File: src/sv/rc_ppm_pwm_pulse_decoder_top_defines.svh
// ----------------------------------------------------------------------------
// RC pulse decoder assertion macros
// Shared concurrent assertion forms; each expects clk and rst_n in scope.
// ----------------------------------------------------------------------------
`ifndef RC_PPM_PWM_PULSE_DECODER_TOP_DEFINES_SVH
`define RC_PPM_PWM_PULSE_DECODER_TOP_DEFINES_SVH

// Condition holds at every edge out of reset.
`define RCPD_ASSERT_ALWAYS(lbl, cond, msg) \
  lbl: assert property (@(posedge clk) disable iff (!rst_n) (cond)) else $error(msg);

// Consequent holds in the same cycle as the antecedent.
`define RCPD_ASSERT_IMP(lbl, ante, cons, msg) \
  lbl: assert property (@(posedge clk) disable iff (!rst_n) (ante) |-> (cons)) else $error(msg);

// Consequent holds in the cycle after the antecedent.
`define RCPD_ASSERT_NXT(lbl, ante, cons, msg) \
  lbl: assert property (@(posedge clk) disable iff (!rst_n) (ante) |=> (cons)) else $error(msg);

`endif

File: src/sv/rcpd_pkg.sv
// ----------------------------------------------------------------------------
// rcpd_pkg
// Types, constants and helpers shared by the RC pulse decoder modules.
// ----------------------------------------------------------------------------
package rcpd_pkg;

  localparam int NUM_CHANNELS_DEF = 8;
  localparam int NUM_PORTS_DEF    = 8;

  // Widest channel / port index over the supported parameter range (up to 16)
  localparam int CH_MAX_W  = 4;
  // Wide enough to hold a count of 16 for range compares
  localparam int CNT_CMP_W = 5;

  localparam int TIME_W = 16;

  localparam logic [TIME_W-1:0] FRAME_GAP = 16'd2700;

  // Failsafe check looks at the first four channels
  localparam int               FS_CHANNELS  = 4;
  localparam int               FS_IDX_W     = 2;
  localparam logic [3:0]       FS_MASK_FULL = 4'hF;
  localparam logic [TIME_W-1:0] FS_STEP     = 16'd20;

  // Reset values of the configuration registers
  localparam logic              PPM_MODE_RST  = 1'b0;
  localparam logic [TIME_W-1:0] PULSE_MIN_RST = 16'd750;
  localparam logic [TIME_W-1:0] PULSE_MAX_RST = 16'd2250;
  localparam logic [TIME_W-1:0] FS_THRESH_RST = 16'd985;

  // Decoupling queue between front and back; power of two
  localparam int QUEUE_DEPTH = 2;

  typedef enum logic {
    CMD_EDGE = 1'b0,
    CMD_READ = 1'b1
  } cmd_t;

  typedef enum logic [1:0] {
    REG_PPM_MODE  = 2'd0,
    REG_PULSE_MIN = 2'd1,
    REG_PULSE_MAX = 2'd2,
    REG_FS_THRESH = 2'd3
  } cfg_reg_t;

  typedef struct packed {
    logic              ppm_mode;
    logic [TIME_W-1:0] width_lo;
    logic [TIME_W-1:0] width_hi;
    logic [TIME_W-1:0] failsafe_threshold;
  } cfg_t;

  // Classified item handed from front to back
  typedef struct packed {
    logic                stored_valid;
    logic [CH_MAX_W-1:0] channel;
    logic [TIME_W-1:0]   width;
    logic [TIME_W-1:0]   failsafe_count;
    logic [2:0]          read_index;
  } rec_t;

  // Result item as presented on the output channel
  typedef struct packed {
    logic              stored_valid;
    logic [2:0]        stored_channel;
    logic [TIME_W-1:0] stored_width;
    logic [TIME_W-1:0] failsafe_count_next;
    logic [TIME_W-1:0] read_value;
  } res_t;

  function automatic logic width_ok(input logic [TIME_W-1:0] w,
                                    input logic [TIME_W-1:0] lo,
                                    input logic [TIME_W-1:0] hi);
    return (w > lo) && (w < hi);
  endfunction

endpackage

File: src/sv/rc_ppm_pwm_pulse_decoder_top.sv
// ----------------------------------------------------------------------------
// rc_ppm_pwm_pulse_decoder_top
// RC receiver input decoder for PPM streams or per-port PWM capture edges.
//
//   channel | direction | transfer on            | carries
//   in_     | in        | in_tvalid & in_tready  | edge event or width read
//   out_    | out       | out_tvalid & out_tready| stored width, failsafe, read
//   cfg_    | in        | cfg_we                 | mode, pulse limits, threshold
//
// One item per cycle sustained while out_tready holds; each item passes the
// queue register, then the output register, before its output transfer.
// The front updates frame/phase state in the accept cycle; the back applies
// the width store and failsafe mask in the cycle it pops the queue.
// A two-entry queue absorbs output stalls; in_tready drops when it is full.
// Reset is synchronous and clears the width store and all control state at
// once; no clearing pass. Rise stamps are written before they are read.
// ----------------------------------------------------------------------------
module rc_ppm_pwm_pulse_decoder_top
  import rcpd_pkg::*;
#(
  parameter int NUM_CHANNELS = NUM_CHANNELS_DEF,
  parameter int NUM_PORTS    = NUM_PORTS_DEF
) (
  input  logic        clk,
  input  logic        rst_n,
  input  logic        in_tvalid,
  output logic        in_tready,
  // [2:0] in_port, [18:3] capture_time, [21:19] read_index,
  // [37:22] failsafe_count, [39:38] zero
  input  logic [39:0] in_tdata,
  // [0] cmd
  input  logic [0:0]  in_tuser,
  output logic        out_tvalid,
  input  logic        out_tready,
  // [2:0] stored_channel, [18:3] stored_width, [34:19] failsafe_count_next,
  // [50:35] read_value, [55:51] zero
  output logic [55:0] out_tdata,
  // [0] stored_valid
  output logic [0:0]  out_tuser,
  input  logic        cfg_we,
  input  logic [1:0]  cfg_index,
  input  logic [15:0] cfg_wdata
);

  cfg_t cfg_r;
  rec_t front_rec;
  rec_t q_rec;
  res_t res;
  logic push;
  logic q_not_empty;
  logic q_pop;

  // Configuration registers
  always_ff @(posedge clk) begin
    if (!rst_n) begin
      cfg_r.ppm_mode           <= PPM_MODE_RST;
      cfg_r.width_lo           <= PULSE_MIN_RST;
      cfg_r.width_hi           <= PULSE_MAX_RST;
      cfg_r.failsafe_threshold <= FS_THRESH_RST;
    end else if (cfg_we) begin
      unique case (cfg_reg_t'(cfg_index))
        REG_PPM_MODE:  cfg_r.ppm_mode           <= cfg_wdata[0];
        REG_PULSE_MIN: cfg_r.width_lo           <= cfg_wdata;
        REG_PULSE_MAX: cfg_r.width_hi           <= cfg_wdata;
        REG_FS_THRESH: cfg_r.failsafe_threshold <= cfg_wdata;
      endcase
    end
  end

  assign push = in_tvalid && in_tready;

  rcpd_front #(
    .NUM_CHANNELS (NUM_CHANNELS),
    .NUM_PORTS    (NUM_PORTS)
  ) u_front (
    .clk            (clk),
    .rst_n          (rst_n),
    .push           (push),
    .cmd            (cmd_t'(in_tuser[0])),
    .in_port        (in_tdata[2:0]),
    .capture_time   (in_tdata[18:3]),
    .read_index     (in_tdata[21:19]),
    .failsafe_count (in_tdata[37:22]),
    .cfg            (cfg_r),
    .rec            (front_rec)
  );

  rcpd_queue u_queue (
    .clk       (clk),
    .rst_n     (rst_n),
    .push      (push),
    .push_rec  (front_rec),
    .not_full  (in_tready),
    .pop       (q_pop),
    .not_empty (q_not_empty),
    .pop_rec   (q_rec)
  );

  rcpd_back #(
    .NUM_CHANNELS (NUM_CHANNELS)
  ) u_back (
    .clk                (clk),
    .rst_n              (rst_n),
    .rec_valid          (q_not_empty),
    .rec                (q_rec),
    .pop                (q_pop),
    .failsafe_threshold (cfg_r.failsafe_threshold),
    .res_valid          (out_tvalid),
    .res_ready          (out_tready),
    .res                (res)
  );

  assign out_tdata = {5'b00000, res.read_value, res.failsafe_count_next,
                      res.stored_width, res.stored_channel};
  assign out_tuser = res.stored_valid;

endmodule

File: src/sv/rcpd_front.sv
// ----------------------------------------------------------------------------
// rcpd_front
// Edge classifier: tracks PPM frame position and per-port PWM phase, and
// turns each accepted item into a store/no-store record.
// ----------------------------------------------------------------------------
module rcpd_front
  import rcpd_pkg::*;
#(
  parameter int NUM_CHANNELS = NUM_CHANNELS_DEF,
  parameter int NUM_PORTS    = NUM_PORTS_DEF
) (
  input  logic              clk,
  input  logic              rst_n,
  input  logic              push,
  input  cmd_t              cmd,
  input  logic [2:0]        in_port,
  input  logic [TIME_W-1:0] capture_time,
  input  logic [2:0]        read_index,
  input  logic [TIME_W-1:0] failsafe_count,
  input  cfg_t              cfg,
  output rec_t              rec
);

  localparam int FC_W   = $clog2(NUM_CHANNELS + 1);
  localparam int PORT_W = (NUM_PORTS > 1) ? $clog2(NUM_PORTS) : 1;

  logic [TIME_W-1:0] last_edge_time_r, last_edge_time_nxt;
  logic [FC_W-1:0]   frame_channel_r, frame_channel_nxt;
  logic              port_phase_r   [NUM_PORTS];
  logic              port_phase_nxt [NUM_PORTS];
  logic [TIME_W-1:0] rise_time_r    [NUM_PORTS];
  logic [TIME_W-1:0] rise_time_nxt  [NUM_PORTS];

  logic [CH_MAX_W-1:0] port_ext;
  logic [PORT_W-1:0]   port_idx;
  logic                port_in_range;
  logic                port_has_ch;
  logic                fch_in_range;
  logic [TIME_W-1:0]   ppm_diff;
  logic [TIME_W-1:0]   pwm_w;

  assign port_ext      = CH_MAX_W'(in_port);
  assign port_idx      = PORT_W'(port_ext);
  assign port_in_range = CNT_CMP_W'(in_port) < CNT_CMP_W'(NUM_PORTS);
  assign port_has_ch   = CNT_CMP_W'(in_port) < CNT_CMP_W'(NUM_CHANNELS);
  assign fch_in_range  = frame_channel_r < FC_W'(NUM_CHANNELS);
  assign ppm_diff      = capture_time - last_edge_time_r;
  assign pwm_w         = capture_time - rise_time_r[port_idx];

  always_comb begin
    last_edge_time_nxt = last_edge_time_r;
    frame_channel_nxt  = frame_channel_r;
    port_phase_nxt     = port_phase_r;
    rise_time_nxt      = rise_time_r;
    rec                = '0;
    rec.read_index     = read_index;
    rec.failsafe_count = failsafe_count;
    if (push && cmd == CMD_EDGE) begin
      if (cfg.ppm_mode) begin
        last_edge_time_nxt = capture_time;
        if (ppm_diff > FRAME_GAP) begin
          // sync gap: restart the frame
          frame_channel_nxt = '0;
        end else begin
          if (fch_in_range && width_ok(ppm_diff, cfg.width_lo, cfg.width_hi)) begin
            rec.stored_valid = 1'b1;
            rec.channel      = CH_MAX_W'(frame_channel_r);
            rec.width        = ppm_diff;
          end
          if (fch_in_range) begin
            frame_channel_nxt = frame_channel_r + FC_W'(1);
          end
        end
      end else if (port_in_range) begin
        if (!port_phase_r[port_idx]) begin
          rise_time_nxt[port_idx]  = capture_time;
          port_phase_nxt[port_idx] = 1'b1;
        end else begin
          if (port_has_ch && width_ok(pwm_w, cfg.width_lo, cfg.width_hi)) begin
            rec.stored_valid = 1'b1;
            rec.channel      = port_ext;
            rec.width        = pwm_w;
          end
          port_phase_nxt[port_idx] = 1'b0;
        end
      end
    end
  end

  always_ff @(posedge clk) begin
    if (!rst_n) begin
      last_edge_time_r <= '0;
      frame_channel_r  <= '0;
      for (int i = 0; i < NUM_PORTS; i++) begin
        port_phase_r[i] <= 1'b0;
      end
    end else begin
      last_edge_time_r <= last_edge_time_nxt;
      frame_channel_r  <= frame_channel_nxt;
      port_phase_r     <= port_phase_nxt;
    end
  end

  // rise stamps are always written before a fall reads them
  always_ff @(posedge clk) begin
    rise_time_r <= rise_time_nxt;
  end

endmodule

File: src/sv/rcpd_queue.sv
// ----------------------------------------------------------------------------
// rcpd_queue
// Small FIFO of classified records between the front and back stages.
// ----------------------------------------------------------------------------
`include "rc_ppm_pwm_pulse_decoder_top_defines.svh"

module rcpd_queue
  import rcpd_pkg::*;
(
  input  logic clk,
  input  logic rst_n,
  input  logic push,
  input  rec_t push_rec,
  output logic not_full,
  input  logic pop,
  output logic not_empty,
  output rec_t pop_rec
);

  localparam int DEPTH = QUEUE_DEPTH;
  localparam int PTR_W = (DEPTH > 1) ? $clog2(DEPTH) : 1;
  localparam int CNT_W = $clog2(DEPTH + 1);

  rec_t             entry_r [DEPTH];
  logic [PTR_W-1:0] wr_ptr_r, wr_ptr_nxt;
  logic [PTR_W-1:0] rd_ptr_r, rd_ptr_nxt;
  logic [CNT_W-1:0] cnt_r, cnt_nxt;

  assign not_full  = cnt_r != CNT_W'(DEPTH);
  assign not_empty = cnt_r != '0;
  assign pop_rec   = entry_r[rd_ptr_r];

  always_comb begin
    wr_ptr_nxt = push ? wr_ptr_r + PTR_W'(1) : wr_ptr_r;
    rd_ptr_nxt = pop  ? rd_ptr_r + PTR_W'(1) : rd_ptr_r;
    cnt_nxt    = cnt_r;
    if (push && !pop) begin
      cnt_nxt = cnt_r + CNT_W'(1);
    end else if (pop && !push) begin
      cnt_nxt = cnt_r - CNT_W'(1);
    end
  end

  always_ff @(posedge clk) begin
    if (!rst_n) begin
      wr_ptr_r <= '0;
      rd_ptr_r <= '0;
      cnt_r    <= '0;
    end else begin
      wr_ptr_r <= wr_ptr_nxt;
      rd_ptr_r <= rd_ptr_nxt;
      cnt_r    <= cnt_nxt;
    end
  end

  always_ff @(posedge clk) begin
    if (push) begin
      entry_r[wr_ptr_r] <= push_rec;
    end
  end

  `RCPD_ASSERT_IMP(a_no_overflow, cnt_r == CNT_W'(DEPTH), !push, "push into full queue")
  `RCPD_ASSERT_IMP(a_no_underflow, cnt_r == '0, !pop, "pop from empty queue")
  `RCPD_ASSERT_NXT(a_cnt_track, push && !pop, cnt_r == $past(cnt_r) + CNT_W'(1),
                   "queue count lost a transfer")

endmodule

File: src/sv/rcpd_back.sv
// ----------------------------------------------------------------------------
// rcpd_back
// Width store, failsafe good-mask, output register. Unless the output stalls,
// applies one record per cycle in order and presents it on the output channel.
// ----------------------------------------------------------------------------
`include "rc_ppm_pwm_pulse_decoder_top_defines.svh"

module rcpd_back
  import rcpd_pkg::*;
#(
  parameter int NUM_CHANNELS = NUM_CHANNELS_DEF
) (
  input  logic              clk,
  input  logic              rst_n,
  input  logic              rec_valid,
  input  rec_t              rec,
  output logic              pop,
  input  logic [TIME_W-1:0] failsafe_threshold,
  output logic              res_valid,
  input  logic              res_ready,
  output res_t              res
);

  localparam int CH_W = $clog2(NUM_CHANNELS);

  logic [TIME_W-1:0] widths_r [NUM_CHANNELS];
  logic [3:0]        good_mask_r, good_mask_nxt;
  logic              out_valid_r, out_valid_nxt;
  res_t              res_r;

  logic [CH_MAX_W-1:0] ridx_ext;
  logic                ridx_in_range;
  logic                good_hit;
  logic [3:0]          mask_upd;
  logic                fs_fire;
  logic [TIME_W-1:0]   fc_nxt;
  logic [TIME_W-1:0]   read_val;
  res_t                res_nxt;

  assign pop = rec_valid && (!out_valid_r || res_ready);

  assign ridx_ext      = CH_MAX_W'(rec.read_index);
  assign ridx_in_range = CNT_CMP_W'(rec.read_index) < CNT_CMP_W'(NUM_CHANNELS);

  always_comb begin
    good_hit = rec.stored_valid &&
               (CNT_CMP_W'(rec.channel) < CNT_CMP_W'(FS_CHANNELS)) &&
               (rec.width > failsafe_threshold);
    mask_upd = good_mask_r | (good_hit ? (4'b0001 << rec.channel[FS_IDX_W-1:0]) : 4'b0000);
    fs_fire  = rec.stored_valid && (mask_upd == FS_MASK_FULL);

    fc_nxt = rec.failsafe_count;
    if (fs_fire) begin
      fc_nxt = ($signed(rec.failsafe_count) > $signed(FS_STEP)) ?
               rec.failsafe_count - FS_STEP : '0;
    end

    good_mask_nxt = good_mask_r;
    if (pop && rec.stored_valid) begin
      good_mask_nxt = fs_fire ? 4'b0000 : mask_upd;
    end

    // forward this item's own store to its read
    priority if (!ridx_in_range) begin
      read_val = '0;
    end else if (rec.stored_valid && rec.channel == ridx_ext) begin
      read_val = rec.width;
    end else begin
      read_val = widths_r[CH_W'(ridx_ext)];
    end

    res_nxt.stored_valid        = rec.stored_valid;
    res_nxt.stored_channel      = rec.channel[2:0];
    res_nxt.stored_width        = rec.width;
    res_nxt.failsafe_count_next = fc_nxt;
    res_nxt.read_value          = read_val;

    out_valid_nxt = out_valid_r;
    if (pop) begin
      out_valid_nxt = 1'b1;
    end else if (res_ready) begin
      out_valid_nxt = 1'b0;
    end
  end

  always_ff @(posedge clk) begin
    if (!rst_n) begin
      good_mask_r <= '0;
      out_valid_r <= 1'b0;
      for (int i = 0; i < NUM_CHANNELS; i++) begin
        widths_r[i] <= '0;
      end
    end else begin
      good_mask_r <= good_mask_nxt;
      out_valid_r <= out_valid_nxt;
      if (pop && rec.stored_valid) begin
        widths_r[CH_W'(rec.channel)] <= rec.width;
      end
    end
  end

  always_ff @(posedge clk) begin
    if (pop) begin
      res_r <= res_nxt;
    end
  end

  assign res_valid = out_valid_r;
  assign res       = res_r;

  `RCPD_ASSERT_ALWAYS(a_mask_never_full, good_mask_r != FS_MASK_FULL,
                      "good mask left full after a store")
  `RCPD_ASSERT_NXT(a_pop_loads_out, pop, out_valid_r, "popped record not presented")
  `RCPD_ASSERT_IMP(a_idle_store_zero, out_valid_r && !res_r.stored_valid,
                   res_r.stored_channel == 3'd0 && res_r.stored_width == '0,
                   "store fields nonzero without a store")

endmodule
File: config.mk
export PLATFORM = sky130hd
export DESIGN_NAME = rc_ppm_pwm_pulse_decoder_top
export DESIGN_NICKNAME = d
export VERILOG_FILES = /design/src/sv/rcpd_pkg.sv /design/src/sv/rc_ppm_pwm_pulse_decoder_top.sv /design/src/sv/rcpd_front.sv /design/src/sv/rcpd_queue.sv /design/src/sv/rcpd_back.sv
export VERILOG_INCLUDE_DIRS = /design/src /design/src/sv
export SDC_FILE = /design/constraint.sdc
export NUM_CORES = 1
export LEC_CHECK = 0
export CORE_ASPECT_RATIO = 0.75
export CORE_UTILIZATION = 35
export CTS_CLUSTER_DIAMETER = 120
export DETAILED_ROUTE_END_ITERATION = 12
export DONT_BUFFER_PORTS = 1
export PLACE_DENSITY = 0.48
export SYNTH_ARGS = -nofsm -noshare
export SYNTH_HDL_FRONTEND = slang
export SYNTH_SLANG_ARGS = --single-unit
File: constraint.sdc
create_clock -name clk -period 6.43 [get_ports clk]
set_input_delay 1.286 -clock clk [delete_from_list [all_inputs] [get_ports clk]]
set_output_delay 1.286 -clock clk [all_outputs]
set_load 0.05 [all_outputs]
Word level (Yosys, flattened, before mapping)
Memories as Yosys holds them, arrays and structs flattened. A register that Yosys moved wholly into a read port is not among the register bits.
Index checks and enable logic that the tools add are counted.
W data, S select, Z words.
- mux-type cells: 40
- equal/unequal tests: 6
- shifts and indexed selects: 1
- $lt $le $gt $ge: 11
- bitwise operators: 8
- reductions and logical operators: 32
- add/subtract/negate cells: 8
- operator list (cell ; number):
    $bwmux W128 ; 1
    $mux W21 ; 6
    $mux W16 ; 7
    $bmux W16 S3 ; 1
    $demux W16 S3 ; 1
    $gt A16 B16 Y1 ; 3
    $lt A16 B16 Y1 ; 2
    $sub A16 B16 Y16 ; 2
    $gt A16 B12 Y1 const B ; 1
    $gt A16 B6 Y1 const B ; 1
    $mux W4 ; 4
    $reduce_or A16 Y1 ; 1
    $sub A16 B5 Y16 const B ; 1
    $logic_and A1 B1 Y1 ; 14
    $mux W1 ; 14
    $reduce_and A2 Y1 ; 6
    $and A8 B8 Y8 ; 1
    $mux W8 ; 1
    $not A8 Y8 ; 1
    $or A8 B8 Y8 ; 1
    $reduce_bool A2 Y1 ; 4
    $reduce_and A3 Y1 ; 2
    $add A4 B1 Y4 const B ; 1
    $eq A2 B2 Y1 const B ; 2
    other kinds (22) ; 28
- RAM bits: 208
- memories: 2
- output and inout bits: 59
- bits of input ports: 64
- logic and storage cells: 140
- register bits after elaboration: 266
- memories (name ; words ; bits a word ; rd ports ; clocked after memory_dff ; write ports ; line ; RTL):
    u_back.widths_r ; 8 ; 16 ; 1 ; 0 ; 8 ; rcpd_back.sv:26 ; logic [TIME_W-1:0] widths_r [NUM_CHANNELS];
    u_queue.entry_r ; 2 ; 40 ; 1 ; 1 ; 1 ; rcpd_queue.sv:24 ; rec_t entry_r [DEPTH];

Depth between registers and ports, before layout
- word-level depth: 11
- gate-level depth with buffers: 27
- mapped depth without buffers: 24

By module
From an unflattened synthesis, not the netlist that was laid out.
- cell total of the unflattened synthesis: 1790
- area, all modules: 23171.0 um^2
- modules (own cells, without submodules) (module ; area each (um^2) ; instances ; sequential area each (um^2) ; cells each):
    rcpd_front ; 9467.8 ; 1 ; 4404.2 ; 836
    rcpd_back ; 8573.2 ; 1 ; 5505.3 ; 608
    rcpd_queue ; 3091.7 ; 1 ; 2502.4 ; 146
    rc_ppm_pwm_pulse_decoder_top ; 2038.2 ; 1 ; 980.9 ; 200

Worst setup path after synthesis
No wires, ideal clock.
- path type: input to register
- from: input in_tdata[1]
- to: memory u_queue.entry_r[0][31] in the netlist's numbering, data pin
- data required time: 6.293 ns
- path buffers: 5
- slack: -0.573 ns
- stages: 26
- library setup time: 0.137 ns
- arrival time: 6.866 ns
- path through: clkbuf_1 > clkbuf_1 > buf_1 > buf_1 > a22oi_1 > o21ai_0 > ha_1 > inv_1 > fa_1 > a21o_1 > a21oi_1 > o21ai_0 > a211oi_1 > o21ai_0 > a31o_2 > a21oi_1 > xnor2_1 > ha_1 > nor2b_1 > o21ai_0 > o31ai_1 > nor3_1 > o211ai_1 > nor4_1 > clkbuf_1 > and2_1
- RTL lines (item ; line ; RTL):
    start, declared ; rc_ppm_pwm_pulse_decoder_top.sv:30 ; input logic [39:0] in_tdata,
    end, declared ; rcpd_queue.sv:24 ;

==> summary.txt <==
cts hold-fix bufs = 0
Initial Util = 0.357
FF+latch count, synth = 475
Final Hold Fails = 0
ys async rst share = 0
GP Congestion = 0.858
fmax = 169 MHz
Synth Instances = 1812
total global-route track usage = 0.186
hpwl dp = 40500 um
final wirelength = 59300 um
Synth Flop Type = edfxtp_1
die area = 64700 um2
final setup violation count = 0
total number of vias = 14.2k
share of layout cells above drive strength 1 = 0.117
DRT Pass-1 Iters = 5
multi-input logic area = 8320 um2
Die Ht = 221 um
Placed Cells = 2642
Avg WL per Cell = 21.7 um
CTS Sinks = 475
residual DRC count = 0
Synth Warn # = 0
Die Span X = 293 um
type of origin of the critical path = input port
register area share after synthesis = 0.601
most common cell after layout, fill and taps aside = edfxtp_1
fin nets = 2023
Skew-Pair Late Insertion Delay = 0.60 ns
CTS tree = built
CTS max path bufs = 3
Vias/cell = 5.21
Row Count = 79
Sequential Area = 13400 um2
Max-Cap Viols = 0
Ports = 123
Leak Pwr = 9.10 nW
run status = complete, no violations
Slew Limit Fails = 0
Synth Area per Inst = 12.3 um2
Yosys top cell area share = 0.523
Yosys top cell by area = edfxtp_1
post-route ant nets = 0
Synth area leaders = edfxtp_1, dfxtp_1, ha_1
fin crit share = 0.921
first-pass GRT wire length = 89400 um
Core Util, Final = 0.405
most frequent cells in the layout = edfxtp_1, nor2_1, nand2_1, a21oi_1, ha_1
Slew Limit Headroom = 0.256
root buf cell = clkbuf_16
CTS Buf Count = 50
total congestion overflow = 0
crit path time final = 5.92 ns
largest net degree at the start of global routing = 54
RSZ-0062 raised after global routing = false
required time worst endpoint = 6.86 ns
clk_skew = 0.0299 ns
n_diodes = 0
Synth-to-Final Area Change = 13.4%
Pwr per Cell Area = 366 nW/um2
H-tree depth = 2
DRT iter0 DRCs = 1044
PortBufs = 0
core area = 62500 um2
Post-synth EDFFs = 388
critical path capture point type = flop
Worst Path Max Fanout = 51
Clock Pin Slew Worst Setup and Hold Paths = 0.06 ns
Resized cells post-CTS = 0
Post-Syn Area = 22300 um2
Slew @ Worst Pin = 1.12 ns
Hold Path Class = flop to flop
initial antenna violation count = 0
power after layout = 0.00924 W
synth unique cells = 75
# Post-CTS Setup Buffers = 0
fin cells = 2734
CP arrival = 6.35 ns
Max IR drop VDD = 247 uV
number of global-route vias before repair = 14.1k
fillers = 5894
type of the worst setup path = input port to flop
[area by class of cell]
type                       count  area share
clock buffer                  65      0.0533
clock inverter                27      0.0152
timing repair buffer          50      0.0153
sequential                   475       0.530
tap                          850      0.0421
multi-input combinational   1165       0.329
inverter                     102      0.0151
[worst max-delay path: stages]
cell	delay (ns)
mux2_2	0.22
a22oi_1	0.08
o22a_1	0.21
o21ai_0	0.13
ha_1	0.22
inv_1	0.05
fa_1	0.39
a21o_1	0.17
a21oi_1	0.19
o21ai_0	0.16
a211oi_1	0.26
buf_4	0.16
o21ai_0	0.12
a31o_2	0.25
a21oi_1	0.17
xnor2_1	0.22
ha_1	0.31
nor2b_1	0.13
o21ai_0	0.19
o31ai_1	0.11
nor3_1	0.15
o211ai_1	0.14
buf_4	0.16
buf_4	0.13
or4_1	0.52
o22ai_2	0.20
[power by group]
| part | leakage, nW | internal (W) | switching (W) |
|---|---|---|---|
| sequential | 4.44 | 0.00377 | 0.000725 |
| combinational | 3.81 | 0.000613 | 0.00106 |
| clock | 0.840 | 0.00184 | 0.00123 |
| total | 9.10 | 0.00622 | 0.00302 |
[metrics by stage]
stage               instance area, um2  setup slack (ns)  hold WS, ns  TNS, ns
floorplan                        22300            0.0331        0.436        0
global placement                 23500            0.0271        0.442        0
detailed placement               23500           -0.0351        0.446  -0.0702
CTS                              25300             0.559        0.456        0
global route                     25300            0.0403        0.467        0
finish                           25300             0.506        0.457        0
[synthesized netlist by cell type (all sizes together) (12+ instances only)]
cell    number
nor2b       18
mux2        12
a211oi      14
o21ai       40
a21oi      134
mux4        46
nor2       235
mux2i       68
nand2      178
a22oi       13
xnor2       24
inv        102
nand3       15
edfxtp     388
nor3        22
nand4       15
o21a        23
o22ai       14
clkbuf      57
ha         113
o211ai      26
nand2b      12
buf         19
dfxtp       87
a21o        22
[registers in the layout, indices dropped and copies added, names as in the netlist, named ones only]
signal,cells
u_front.frame_channel_r,4
u_back.widths_r,128
u_front.rise_time_r,128
u_queue.entry_r,80
u_queue.wr_ptr_r,1
u_front.last_edge_time_r,16
u_queue.rd_ptr_r,1
u_queue.cnt_r,2
u_back.res,52
u_back.res_valid,1
u_back.good_mask_r,4
cfg_r,49
[final timing paths]
| kind | to | startpoint | cells past startpoint | slack [ns] |
|---|---|---|---|---|
| worst max-delay path | u_queue.entry_r[1][19] | in_tdata[0] | 26 | 0.51 |
| worst min-delay path | cfg_r[20] | cfg_r[20] | 2 | 0.46 |
| worst max register to register | u_queue.entry_r[1][19] | u_front.rise_time_r[32] | 26 | 0.98 |
| worst min register to register | cfg_r[20] | cfg_r[20] | 2 | 0.46 |
[cell families after synthesis]
kind of cell	share of synthesized area
simple gates	0.103
flops	0.601
compound gates	0.103
buf+inv	0.0311
mux	0.0831
fa+ha+maj	0.0652
xor+xnor	0.0137
other cells	0.000168
[layer usage]
layer	vias to the layer above	GRT usage	share of wire
li1	6746	-	-
met1	6971	0.273	0.48
met2	428	0.272	0.42
met3	89	0.0435	0.075
met4	0	0.0516	0.022
met5	-	0	0
No activity file was read; power rests on OpenSTA's default activity.
